## config.mk

```make
export PLATFORM = sky130hd
export DESIGN_NAME = priority_ready_queue
export DESIGN_NICKNAME = d
export VERILOG_FILES = /design/src/rtl/prq_pkg.sv /design/src/rtl/prq_ram.sv /design/src/rtl/prq_ctrl.sv /design/src/rtl/prq_datapath.sv /design/src/rtl/priority_ready_queue.sv
export SDC_FILE = /design/constraint.sdc
export NUM_CORES = 1
export LEC_CHECK = 0
export ABC_AREA = 1
export BUFFER_PORTS_ARGS = -buffer_cell sky130_fd_sc_hd__buf_4
export CAP_MARGIN = 20
export CORE_MARGIN = 5
export CORE_UTILIZATION = 50
export DETAILED_ROUTE_END_ITERATION = 8
export GPL_TIMING_DRIVEN = 1
export PLACE_DENSITY = 0.71
export RECOVER_POWER = 50
export SETUP_SLACK_MARGIN = 0.4
export SYNTH_ARGS = -nofsm -noshare
export SYNTH_HDL_FRONTEND = slang
export SYNTH_SLANG_ARGS = --single-unit
```

## constraint.sdc

```tcl
create_clock -name clk -period 3.6 [get_ports clk]
set_input_delay 0.18 -clock clk [delete_from_list [all_inputs] [get_ports clk]]
set_output_delay 0.18 -clock clk [all_outputs]
set_load 0.01 [all_outputs]
```

## src/rtl/prq_pkg.sv

```systemverilog
package prq_pkg;

	localparam int TASK_SLOTS_DEF  = 16;
	localparam int PRIO_LEVELS_DEF = 8;

	localparam int OPCODE_W = 2;
	localparam int STATUS_W = 3;
	localparam int PID_W    = 4;
	localparam int POLICY_W = 2;
	localparam int IN_W     = 24;
	localparam int OUT_W    = 8;

	localparam logic [OPCODE_W-1:0] OP_PUSH_TAIL  = 2'd0;
	localparam logic [OPCODE_W-1:0] OP_PUSH_FRONT = 2'd1;
	localparam logic [OPCODE_W-1:0] OP_POP        = 2'd2;

	localparam logic [STATUS_W-1:0] STS_OK       = 3'd0;
	localparam logic [STATUS_W-1:0] STS_BAD_ID   = 3'd1;
	localparam logic [STATUS_W-1:0] STS_BAD_PRIO = 3'd2;
	localparam logic [STATUS_W-1:0] STS_DUP      = 3'd3;
	localparam logic [STATUS_W-1:0] STS_OVERFLOW = 3'd4;
	localparam logic [STATUS_W-1:0] STS_EMPTY    = 3'd5;

	localparam logic [POLICY_W-1:0] POL_RR    = 2'd1;
	localparam logic [POLICY_W-1:0] POL_RESET = 2'd2;

	typedef enum logic [1:0] {
		S_IDLE,
		S_READ,
		S_COMMIT
	} state_t;

	typedef struct packed {
		logic load;
		logic rd_en;
		logic commit;
	} prq_cmd_t;

	typedef struct packed {
		logic out_free;
	} prq_sts_t;

endpackage

```

## src/rtl/prq_ram.sv

```systemverilog
module prq_ram #(
	parameter int WIDTH = 4,
	parameter int DEPTH = 16,
	localparam int ADDR_W = (DEPTH > 1) ? $clog2(DEPTH) : 1
) (
	input  logic              clk,
	input  logic              we,
	input  logic [ADDR_W-1:0] waddr,
	input  logic [WIDTH-1:0]  wdata,
	input  logic              re,
	input  logic [ADDR_W-1:0] raddr,
	output logic [WIDTH-1:0]  rdata
);

	logic [WIDTH-1:0] mem_q [DEPTH];
	logic [WIDTH-1:0] rdata_q;

	always_ff @(posedge clk) begin
		if (we) begin
			mem_q[waddr] <= wdata;
		end
		if (re) begin
			rdata_q <= mem_q[raddr];
		end
	end

	assign rdata = rdata_q;

endmodule

```

## src/rtl/prq_ctrl.sv

```systemverilog
module prq_ctrl import prq_pkg::*; (
	input  logic     clk,
	input  logic     arst_n,
	input  logic     s_tvalid,
	output logic     s_tready,
	input  prq_sts_t sts,
	output prq_cmd_t cmd
);

	state_t state_q, state_d;

	always_ff @(posedge clk or negedge arst_n) begin
		if (!arst_n) begin
			state_q <= S_IDLE;
		end else begin
			state_q <= state_d;
		end
	end

	always_comb begin
		state_d = state_q;
		unique case (state_q)
			S_IDLE: begin
				if (s_tvalid) begin
					state_d = S_READ;
				end
			end
			S_READ: begin
				state_d = S_COMMIT;
			end
			S_COMMIT: begin
				if (sts.out_free) begin
					state_d = S_IDLE;
				end
			end
			default: begin
				state_d = S_IDLE;
			end
		endcase
	end

	always_comb begin
		s_tready   = 1'b0;
		cmd.load   = 1'b0;
		cmd.rd_en  = 1'b0;
		cmd.commit = 1'b0;
		unique case (state_q)
			S_IDLE: begin
				s_tready = 1'b1;
				cmd.load = s_tvalid;
			end
			S_READ: begin
				cmd.rd_en = 1'b1;
			end
			S_COMMIT: begin
				cmd.commit = sts.out_free;
			end
			default: begin
				s_tready = 1'b0;
			end
		endcase
	end

endmodule

```

## src/rtl/prq_datapath.sv

```systemverilog
module prq_datapath import prq_pkg::*; #(
	parameter int TASK_SLOTS  = TASK_SLOTS_DEF,
	parameter int PRIO_LEVELS = PRIO_LEVELS_DEF
) (
	input  logic                clk,
	input  logic                arst_n,
	input  logic                cfg_we,
	input  logic [POLICY_W-1:0] cfg_wdata,
	input  logic [IN_W-1:0]     s_tdata,
	output logic                m_tvalid,
	input  logic                m_tready,
	output logic [OUT_W-1:0]    m_tdata,
	input  prq_cmd_t            cmd,
	output prq_sts_t            sts
);

	localparam int ID_W  = $clog2(TASK_SLOTS);
	localparam int LVL_W = (PRIO_LEVELS > 1) ? $clog2(PRIO_LEVELS) : 1;
	localparam int CNT_W = $clog2(TASK_SLOTS + 1);

	logic [POLICY_W-1:0] policy_q;
	logic [OPCODE_W-1:0] op_q;
	logic [7:0]          tid_q;
	logic [7:0]          prio_q;

	logic [TASK_SLOTS-1:0]  queued_q;
	logic [PRIO_LEVELS-1:0] mask_q;
	logic [CNT_W-1:0]       level_cnt_q  [PRIO_LEVELS];
	logic [ID_W-1:0]        level_head_q [PRIO_LEVELS];
	logic [ID_W-1:0]        level_tail_q [PRIO_LEVELS];
	logic [CNT_W-1:0]       shared_cnt_q;
	logic [ID_W-1:0]        shared_head_q;
	logic [ID_W-1:0]        shared_tail_q;

	logic                out_valid_q;
	logic [STATUS_W-1:0] status_q;
	logic [PID_W-1:0]    pid_q;
	logic                pvalid_q;

	logic                rr, is_push, is_pop, id_ok, prio_ok;
	logic [ID_W-1:0]     id_idx;
	logic [LVL_W-1:0]    prio_lvl, enc_lvl, sel_lvl;
	logic [CNT_W-1:0]    q_cnt, new_cnt;
	logic [ID_W-1:0]     q_head, q_tail, new_head, new_tail;
	logic                do_push, do_pop, upd;
	logic [STATUS_W-1:0] status_d;
	logic [PID_W-1:0]    pid_d;
	logic                ram_we;
	logic [ID_W-1:0]     ram_waddr, ram_wdata, ram_rdata;

	always_comb begin
		enc_lvl = '0;
		for (int i = PRIO_LEVELS - 1; i >= 0; i--) begin
			if (mask_q[i]) begin
				enc_lvl = LVL_W'(i);
			end
		end
	end

	always_comb begin
		rr       = (policy_q == POL_RR);
		is_push  = (op_q == OP_PUSH_TAIL) || (op_q == OP_PUSH_FRONT);
		is_pop   = (op_q == OP_POP);
		id_ok    = (tid_q < 8'(TASK_SLOTS));
		prio_ok  = (prio_q < 8'(PRIO_LEVELS));
		id_idx   = tid_q[ID_W-1:0];
		prio_lvl = prio_q[LVL_W-1:0];
		sel_lvl  = is_pop ? enc_lvl : prio_lvl;
		if (rr) begin
			q_cnt  = shared_cnt_q;
			q_head = shared_head_q;
			q_tail = shared_tail_q;
		end else begin
			q_cnt  = level_cnt_q[sel_lvl];
			q_head = level_head_q[sel_lvl];
			q_tail = level_tail_q[sel_lvl];
		end

		status_d = STS_OK;
		do_push  = 1'b0;
		do_pop   = 1'b0;
		if (is_push) begin
			priority if (!id_ok) begin
				status_d = STS_BAD_ID;
			end else if (!rr && !prio_ok) begin
				status_d = STS_BAD_PRIO;
			end else if (queued_q[id_idx]) begin
				status_d = STS_DUP;
			end else if (q_cnt >= CNT_W'(TASK_SLOTS)) begin
				status_d = STS_OVERFLOW;
			end else begin
				do_push = 1'b1;
			end
		end else if (is_pop) begin
			if ((!rr && mask_q == '0) || q_cnt == '0) begin
				status_d = STS_EMPTY;
			end else begin
				do_pop = 1'b1;
			end
		end
		pid_d = do_pop ? PID_W'(q_head) : '0;

		new_cnt   = do_push ? q_cnt + CNT_W'(1) : q_cnt - CNT_W'(1);
		new_head  = q_head;
		new_tail  = q_tail;
		ram_we    = 1'b0;
		ram_waddr = q_tail;
		ram_wdata = id_idx;
		if (do_push) begin
			if (op_q == OP_PUSH_FRONT) begin
				new_head = id_idx;
				if (q_cnt == '0) begin
					new_tail = id_idx;
				end else begin
					ram_we    = cmd.commit;
					ram_waddr = id_idx;
					ram_wdata = q_head;
				end
			end else begin
				new_tail = id_idx;
				if (q_cnt == '0) begin
					new_head = id_idx;
				end else begin
					ram_we = cmd.commit;
				end
			end
		end
		if (do_pop && new_cnt != '0) begin
			new_head = ram_rdata;
		end
		upd = cmd.commit && (do_push || do_pop);
	end

	prq_ram #(
		.WIDTH(ID_W),
		.DEPTH(TASK_SLOTS)
	) u_link (
		.clk  (clk),
		.we   (ram_we),
		.waddr(ram_waddr),
		.wdata(ram_wdata),
		.re   (cmd.rd_en),
		.raddr(q_head),
		.rdata(ram_rdata)
	);

	always_ff @(posedge clk) begin
		if (cmd.load) begin
			op_q   <= s_tdata[1:0];
			tid_q  <= s_tdata[9:2];
			prio_q <= s_tdata[17:10];
		end
		if (cmd.commit) begin
			status_q <= status_d;
			pid_q    <= pid_d;
			pvalid_q <= do_pop;
		end
		if (upd) begin
			if (rr) begin
				shared_head_q <= new_head;
				shared_tail_q <= new_tail;
			end else begin
				level_head_q[sel_lvl] <= new_head;
				level_tail_q[sel_lvl] <= new_tail;
			end
		end
	end

	always_ff @(posedge clk or negedge arst_n) begin
		if (!arst_n) begin
			policy_q     <= POL_RESET;
			queued_q     <= '0;
			mask_q       <= '0;
			shared_cnt_q <= '0;
			out_valid_q  <= 1'b0;
			for (int i = 0; i < PRIO_LEVELS; i++) begin
				level_cnt_q[i] <= '0;
			end
		end else begin
			if (cfg_we) begin
				policy_q <= cfg_wdata;
			end
			if (cmd.commit) begin
				out_valid_q <= 1'b1;
			end else if (m_tready) begin
				out_valid_q <= 1'b0;
			end
			if (upd) begin
				if (do_push) begin
					queued_q[id_idx] <= 1'b1;
				end else begin
					queued_q[q_head] <= 1'b0;
				end
				if (rr) begin
					shared_cnt_q <= new_cnt;
				end else begin
					level_cnt_q[sel_lvl] <= new_cnt;
					if (do_push) begin
						mask_q[sel_lvl] <= 1'b1;
					end else if (new_cnt == '0) begin
						mask_q[sel_lvl] <= 1'b0;
					end
				end
			end
		end
	end

	assign sts.out_free = !out_valid_q || m_tready;
	assign m_tvalid     = out_valid_q;
	assign m_tdata      = {pvalid_q, pid_q, status_q};

endmodule

```

## src/rtl/priority_ready_queue.sv

```systemverilog
// Ready queue for a task scheduler: one linked FIFO per priority level plus
// one shared FIFO used when the policy register selects global round robin.
// Input channel s_*: one request item per handshake (push at tail, push at
// front, pop). Output channel m_*: exactly one result item per request, in
// request order (status, popped id, popped-valid flag).
// Configuration: cfg_we writes cfg_wdata into the policy register; write it
// only while no request is in flight.
// The result is registered in the update step, after the request's next-link
// read. A new request is accepted only once the last has passed its accept,
// next-link read and update steps, because of the registered read of the
// shared next-link memory that each request goes through before its update.
// A new request is accepted while the previous result still waits in the
// output register; when the receiver stalls, that request holds in its
// update step and the input closes until the output register frees.
// Reset (arst_n low) empties every queue, clears the queued flags and sets
// the policy to per-level priority; no clearing pass is needed.
module priority_ready_queue import prq_pkg::*; #(
	parameter int TASK_SLOTS  = TASK_SLOTS_DEF,
	parameter int PRIO_LEVELS = PRIO_LEVELS_DEF
) (
	input  logic                clk,
	input  logic                arst_n,
	input  logic                cfg_we,
	input  logic [POLICY_W-1:0] cfg_wdata,
	input  logic                s_tvalid,
	output logic                s_tready,
	input  logic [IN_W-1:0]     s_tdata,   // opcode[1:0], task_id[9:2], task_prio[17:10]
	output logic                m_tvalid,
	input  logic                m_tready,
	output logic [OUT_W-1:0]    m_tdata    // status[2:0], popped_id[6:3], popped_valid[7]
);

	prq_cmd_t cmd;
	prq_sts_t sts;

	prq_ctrl u_ctrl (
		.clk     (clk),
		.arst_n  (arst_n),
		.s_tvalid(s_tvalid),
		.s_tready(s_tready),
		.sts     (sts),
		.cmd     (cmd)
	);

	prq_datapath #(
		.TASK_SLOTS (TASK_SLOTS),
		.PRIO_LEVELS(PRIO_LEVELS)
	) u_dp (
		.clk      (clk),
		.arst_n   (arst_n),
		.cfg_we   (cfg_we),
		.cfg_wdata(cfg_wdata),
		.s_tdata  (s_tdata),
		.m_tvalid (m_tvalid),
		.m_tready (m_tready),
		.m_tdata  (m_tdata),
		.cmd      (cmd),
		.sts      (sts)
	);

endmodule
```

==> flow_metrics.tcl, run 1 <==
set metrics [dict create \
    power_frac_clock 0.340 \
    hp-class "in2reg" \
    ys_seq_area_frac 0.618 \
    fin_crit_sh 0.942 \
    track_usage 0.226 \
    switching_power_mw 2.41 \
    p_comb_frac 0.249 \
    synth_nets 1169 \
    grt_pass1_wl_um 46200 \
    ant_nets 0 \
    drt_iter0_drc 837 \
    multi_input_area_um2 4590 \
    antenna_cells 0 \
    synthTopCellsByArea "edfxtp_1 (45%), dfrtp_1 (16%), nand2_1 (14%)" \
    grt_max_degree 75 \
    drv_cap 1 \
    dp_hpwl_um 17900 \
    ys_warn_count 0 \
    failed_checks "capacitance limit, slew limit" \
    worstMarginPinSlew_ns 1.93 \
    vias 9027 \
    cts_sinks 240 \
    clk_pin_slew_ns 0.06 \
    netlist_instances 1134 \
    start_util 0.507 \
    wl_um 30600 \
    syn_avg_cell_area_um2 9.76 \
    path_class "reg2reg" \
    swShare 0.305 \
    via_per_inst 5.58 \
    min_path_cells 2 \
    r2r-start "u_dp.op_q[1]" \
    hold_viol 0 \
    cts_root_buf "clkbuf_16" \
    wire_per_inst_um 19.0 \
    htreeDepth 1 \
    globalplace.congestion 0.925 \
    p_leak_nw 6.45 \
    max_freq_mhz 295 \
    seq_area_um2 6840 \
    synth_cell_types 50 \
    synth_area_leader_cell "edfxtp_1" \
    clock_path_buffers 3 \
    yosys.area.top_type_share 0.450 \
    skew_ns 0.0121 \
    power.density_nw_per_um2 539 \
    worst_ep_required_time_ns 3.82 \
    p_total_mw 7.91 \
    numPortBuffers 34 \
    drc 0 \
    start_kind "flip-flop" \
    p_int_mw 5.50 \
    rows 54 \
    peakVddDrop_mv 0.420 \
    dpl_cell_area_um2 12000 \
    setup_viol 0 \
    die-area_um2 25200 \
    antenna_found_initial 0 \
    n_fill_cell 1509 \
    layout.nets 1355 \
    reg2reg_depth 15 \
    drive_above_1_share 0.287 \
    io-pin-count 41 \
    critPathCaptureType "flip-flop" \
    status "finished with violations" \
    numCtsBuffers 24 \
    crit_arrival_ns 3.61 \
    cts_tree "yes" \
    slew_headroom -0.284 \
    period_minus_slack_ns 3.39 \
    crit_path_start "u_dp.op_q[1]" \
    ys_ff_latch 240 \
    seq_power_share 0.410 \
    grt.overflow.total 0 \
    core_area_um2 21800 \
    die_h_um 159 \
    insertion_delay_ns 0.53 \
    worstHoldStart "s_tdata[12]" \
    areaGrowthSynthToFinish_pct 32.5 \
    report.final.slew_viol_count 75 \
    syn_area_um2 11100 \
    critical_path.max_fanout 7 \
    rsz0062_at_grt "true" \
    grt_pass1_vias 8479 \
    die_width_um 159 \
    fin_area_um2 14700 \
    drtPass1Iterations 5 \
]
## cells in the final DEF, fill, tap and decap left out, drive strengths merged
master / instances
clkbuf: 62
o21bai: 4
dfstp: 1
buf: 128
a21oi: 13
nor4: 3
dlygate4sd3: 24
bufinv: 5
a21boi: 2
ha: 3
and2: 1
fa: 1
o22a: 2
clkinv: 4
a221oi: 8
a2bb2oi: 3
clkinvlp: 8
a22o: 5
dfrtp: 73
mux2: 1
nand2: 438
inv: 91
a22oi: 6
nand3: 47
nor2: 95
nand3b: 1
o21ai: 86
or4: 1
o31ai: 2
o22ai: 3
nor3b: 2
edfxtp: 166
a211oi: 2
nand4: 34
or2: 9
a31oi: 3
## worst max-delay path, cell delays in order, from the launching register on
cell	delay [ns]
edfxtp_1	0.47
inv_2	0.09
nor2_4	0.17
nor2_4	0.05
o21bai_4	0.18
buf_6	0.13
nor2_2	0.28
nand2_2	0.16
inv_2	0.18
a22o_1	0.17
a21oi_1	0.04
a31oi_1	0.44
nand2_1	0.18
o21ai_4	0.14
nand2_2	0.19
nor2_4	0.20
## timing repair
| action | CTS | global route |
|---|---|---|
| hold buffers | 24 | 0 |
| buffers inserted | 36 | 32 |
| cloned | 4 | 3 |
| pin swaps | 42 | 56 |
| hold endpoints to repair | 96 | 0 |
| setup endpoints to repair | 345 | 348 |
| gates resized for setup | 158 | 105 |
## cell type report
type,instances,share of cell area
Timing Repair Buffer,184,0.112
Multi-Input combinational cell,775,0.313
Timing Repair inverter,1,0.000512
Clock buffer,30,0.0446
Sequential cell,240,0.466
Tap cell,280,0.0239
Inverter,94,0.0260
Clock inverter,13,0.0134
## kinds of logic (layout without fill, tap and decap cells)
| kind of cell | Yosys count | after routing | synth area share |
|---|---|---|---|
| flops | 240 | 240 | 0.618 |
| buf+inv | 124 | 322 | 0.0471 |
| fa+ha+maj | 4 | 4 | 0.00520 |
| mux | 1 | 1 | 0.00102 |
| compound gates | 139 | 139 | 0.0753 |
| simple gates | 626 | 631 | 0.254 |
## final timing paths
kind | endpoint | slack (ns)
worst max-delay path | u_dp.u_link.mem_q[12][0] | 0.21
worst min-delay path | u_dp.prio_q[2] | 0.40
worst max register to register | u_dp.u_link.mem_q[12][0] | 0.21
worst min register to register | u_dp.shared_cnt_q[2] | 0.47
max in group asynchronous | u_dp.queued_q[1] | 1.72
min in group asynchronous | u_dp.level_cnt_q[17] | 0.74
## synthesized netlist by cell type, drive strengths merged
library cell,n
or2,9
o21bai,4
edfxtp,166
ha,3
inv,93
dfrtp,73
a22oi,6
o22a,2
nor4,3
o21ai,86
a21boi,2
o31ai,2
clkbuf,12
buf,18
nand3,47
o22ai,3
dfstp,1
nand4,34
and2,1
a31oi,3
a211oi,2
a21oi,13
clkinv,1
mux2,1
nor3b,2
fa,1
nor2,93
nand3b,1
or4,1
a22o,5
a2bb2oi,3
a221oi,8
nand2,435
## metrics by stage
stage	cells	util	hold slack [ns]	setup WS [ns]	TNS, ns
finish	1617	0.672	0.399	0.208	0
global route	1617	0.672	0.388	0.0703	0
CTS	1582	0.646	0.361	0.333	0
detailed placement	1475	0.548	0.359	-0.230	-15.49
global placement	1475	0.548	0.359	-0.0542	-1.52
floorplan	1134	-	-0.116	0.464	0
## per-layer routing
| layer | global-route usage | wire [µm] | vias up |
|---|---|---|---|
| li1 | - | - | 4200 |
| met1 | 0.303 | 12000 | 4306 |
| met2 | 0.386 | 15400 | 424 |
| met3 | 0.0293 | 2070 | 97 |
| met4 | 0.0720 | 1150 | 0 |
| met5 | 0 | 0 | - |
## registers in the layout, summed over array words and instances, names as in the netlist, 3 cells and up, named ones only
name                flops
u_dp.status_q           3
u_dp.u_link.rdata       4
u_dp.level_cnt_q       40
u_dp.u_link.mem_q      64
u_dp.shared_head_q      4
u_dp.shared_cnt_q       5
u_dp.level_head_q      32
u_dp.queued_q          16
u_dp.level_tail_q      32
u_dp.pid_q              4
u_dp.prio_q             8
u_dp.shared_tail_q      4
u_dp.tid_q              8
## power groups by stage
stage | Combinational [mW] | Clock (mW) | Sequential [mW]
2_1_floorplan | 0.881 | 0 | 3.28
3_3_place_gp | 1.41 | 0 | 3.29
3_5_place_dp | 1.43 | 0 | 3.29
4_1_cts | 1.74 | 2.71 | 3.24
5_1_grt | 2.12 | 2.86 | 3.25
6_report | 1.97 | 2.69 | 3.25
Note: power is estimated with default switching activity, not from simulation.
==> inputs of run 2 (changes only) <==
==> constraint.sdc (replaced) <==
create_clock -name clk -period 4.25 [get_ports clk]
set_input_delay 0.2125 -clock clk [delete_from_list [all_inputs] [get_ports clk]]
set_output_delay 0.2125 -clock clk [all_outputs]
set_load 0.01 [all_outputs]
==> flow_metrics.tcl, run 2 (synthesis gave the netlist of run 1 again) <==
set metrics [dict create \
    die-area_um2 25200 \
    status "finished with violations" \
    seq_power_share 0.439 \
    drt_iter0_drc 848 \
    clock_path_buffers 3 \
    cts_sinks 240 \
    use_met1 0.284 \
    drtPass1Iterations 5 \
    fin_area_um2 13200 \
    min_to "u_dp.prio_q[6]" \
    via_per_inst 5.42 \
    r2r-start "u_dp.op_q[0]" \
    worstHoldStart "s_tdata[16]" \
    max_freq_mhz 264 \
    track_usage 0.210 \
    core_area_um2 21800 \
    insertion_delay_ns 0.53 \
    path_class "reg2reg" \
    met3_usage 0.0275 \
    reg2reg_to "u_dp.level_head_q[3][0]" \
    antenna_cells 0 \
    rows 54 \
    crit_arrival_ns 4.04 \
    areaGrowthSynthToFinish_pct 19.0 \
    ant_nets 0 \
    largest_reg_flops 64 \
    power.density_nw_per_um2 474 \
    antenna_found_initial 0 \
    vias 8275 \
    die_width_um 159 \
    dpl_cell_area_um2 11700 \
    die_h_um 159 \
    power_frac_clock 0.364 \
    numPortBuffers 34 \
    reg2reg_depth 20 \
    globalplace.congestion 0.878 \
    report.final.slew_viol_count 93 \
    final_cell_mix "nand2_1 (406), edfxtp_1 (166), inv_1 (85)" \
    peakVddDrop_mv 0.436 \
    failed_checks "capacitance limit, slew limit" \
    largest_registers "u_dp.u_link.mem_q: 64 flops, u_dp.level_cnt_q: 40 flops" \
    critical_path.max_fanout 10 \
    swShare 0.294 \
    hold_viol 0 \
    grt_max_degree 75 \
    fin_setup_tns_ns 0 \
    io-pin-count 41 \
    p_comb_frac 0.197 \
    layout.nets 1263 \
    ff2ff_setup_slack_ns 0.46 \
    p_leak_nw 5.82 \
    setup_viol 0 \
    dp_hpwl_um 17400 \
    skew_ns 0.0137 \
    hp-class "in2reg" \
    grt.busiest_layer "met2" \
    wl_um 27100 \
    slew_headroom -0.259 \
    critPathCaptureType "flip-flop" \
    final_common_cell "nand2_1" \
    min_path_cells 2 \
    p_int_mw 4.41 \
    grt_pass1_wl_um 43300 \
    grt_pass1_vias 7984 \
    cts_root_buf "clkbuf_16" \
    drv_cap 2 \
    grt.overflow.total 0 \
    clk_pin_slew_ns 0.06 \
    htreeDepth 1 \
    switching_power_mw 1.84 \
    start_kind "flip-flop" \
    worst_ep_required_time_ns 4.50 \
    fin_crit_sh 0.892 \
    numCtsBuffers 25 \
    wire_per_inst_um 17.8 \
    rsz0062_at_grt "true" \
    cts_tree "yes" \
    drc 0 \
    drive_above_1_share 0.153 \
    worstMarginPinSlew_ns 1.89 \
    met2_usage 0.359 \
    largest_register "u_dp.u_link.mem_q" \
    period_minus_slack_ns 3.79 \
    start_util 0.507 \
]
run 2: area by class of cell:
| cell class | instances | area [µm²] |
|---|---|---|
| multi-input cells | 773 | 3960 |
| well taps | 280 | 350 |
| inverters | 94 | 367 |
| clock inverters | 14 | 179 |
| flip-flops and latches | 240 | 6840 |
| fillers | 1800 | 8640 |
| repair buffers | 94 | 803 |
| clock buffers | 32 | 682 |
run 2: timing repair:
action | CTS | global route
gates resized for setup | 7 | 74
pin swaps | 4 | 7
endpoints found under the hold margin | 96 | 0
setup buffers | 4 | 9
hold buffers | 26 | 0
gates cloned | 3 | 0
endpoints found under the setup margin | 161 | 300
run 2: critical path: stages, from the launching register on:
cell and delay [ns]:
edfxtp_1 0.45, inv_1 0.13, nand2_2 0.12, nand2_1 0.13, a21boi_1 0.29, nor2_4 0.11, nand3_4 0.21, nor2_1 0.07
nor2_1 0.10, nand3_1 0.08, nand2_1 0.32, inv_1 0.18, fa_1 0.48, nand4_1 0.15, nand2_1 0.08, nand2_1 0.07
nand2_1 0.08, nand2_2 0.12, nand2_2 0.10, nand2_1 0.12, nand2_4 0.11
run 2: routing by layer:
metal,part of all wire,vias up
met5,0,-
met4,0.030,0
met3,0.050,66
met2,0.49,256
met1,0.43,3957
li1,-,3996
run 2: worst max-delay path by stage:
stage / slack, ns / endpoint / from
after floorplan: 1.11 / u_dp.level_head_q[0][1] / flip-flop
after global placement: 0.35 / u_dp.level_tail_q[4][2] / flip-flop
after detailed placement: 0.34 / u_dp.level_tail_q[4][3] / u_dp.op_q[0]
after CTS: 0.35 / u_dp.u_link.mem_q[10][1] / flip-flop
after global routing: 0.16 / flip-flop / u_dp.op_q[1]
final: 0.46 / u_dp.level_head_q[3][0] / u_dp.op_q[0]
run 2: per-stage QoR:
step | power, mW | worst slack, ns | std cells | hold slack [ns] | utilization
after global placement | 3.90 | 0.354 | 1439 | 0.392 | 0.536
after global routing | 6.52 | 0.156 | 1527 | 0.409 | 0.604
after detailed placement | 3.92 | 0.344 | 1439 | 0.392 | 0.536
after CTS | 6.21 | 0.353 | 1518 | 0.384 | 0.592
final | 6.25 | 0.458 | 1527 | 0.429 | 0.604
after floorplan | 3.53 | 1.11 | 1134 | -0.0831 | -
run 2: power groups by stage:
stage / clock, mW / combinational, mW / sequential [mW]
after global routing: 2.41 / 1.36 / 2.75
final: 2.27 / 1.23 / 2.74
after global placement: 0 / 1.11 / 2.79
after floorplan: 0 / 0.747 / 2.78
after CTS: 2.30 / 1.17 / 2.74
after detailed placement: 0 / 1.13 / 2.79
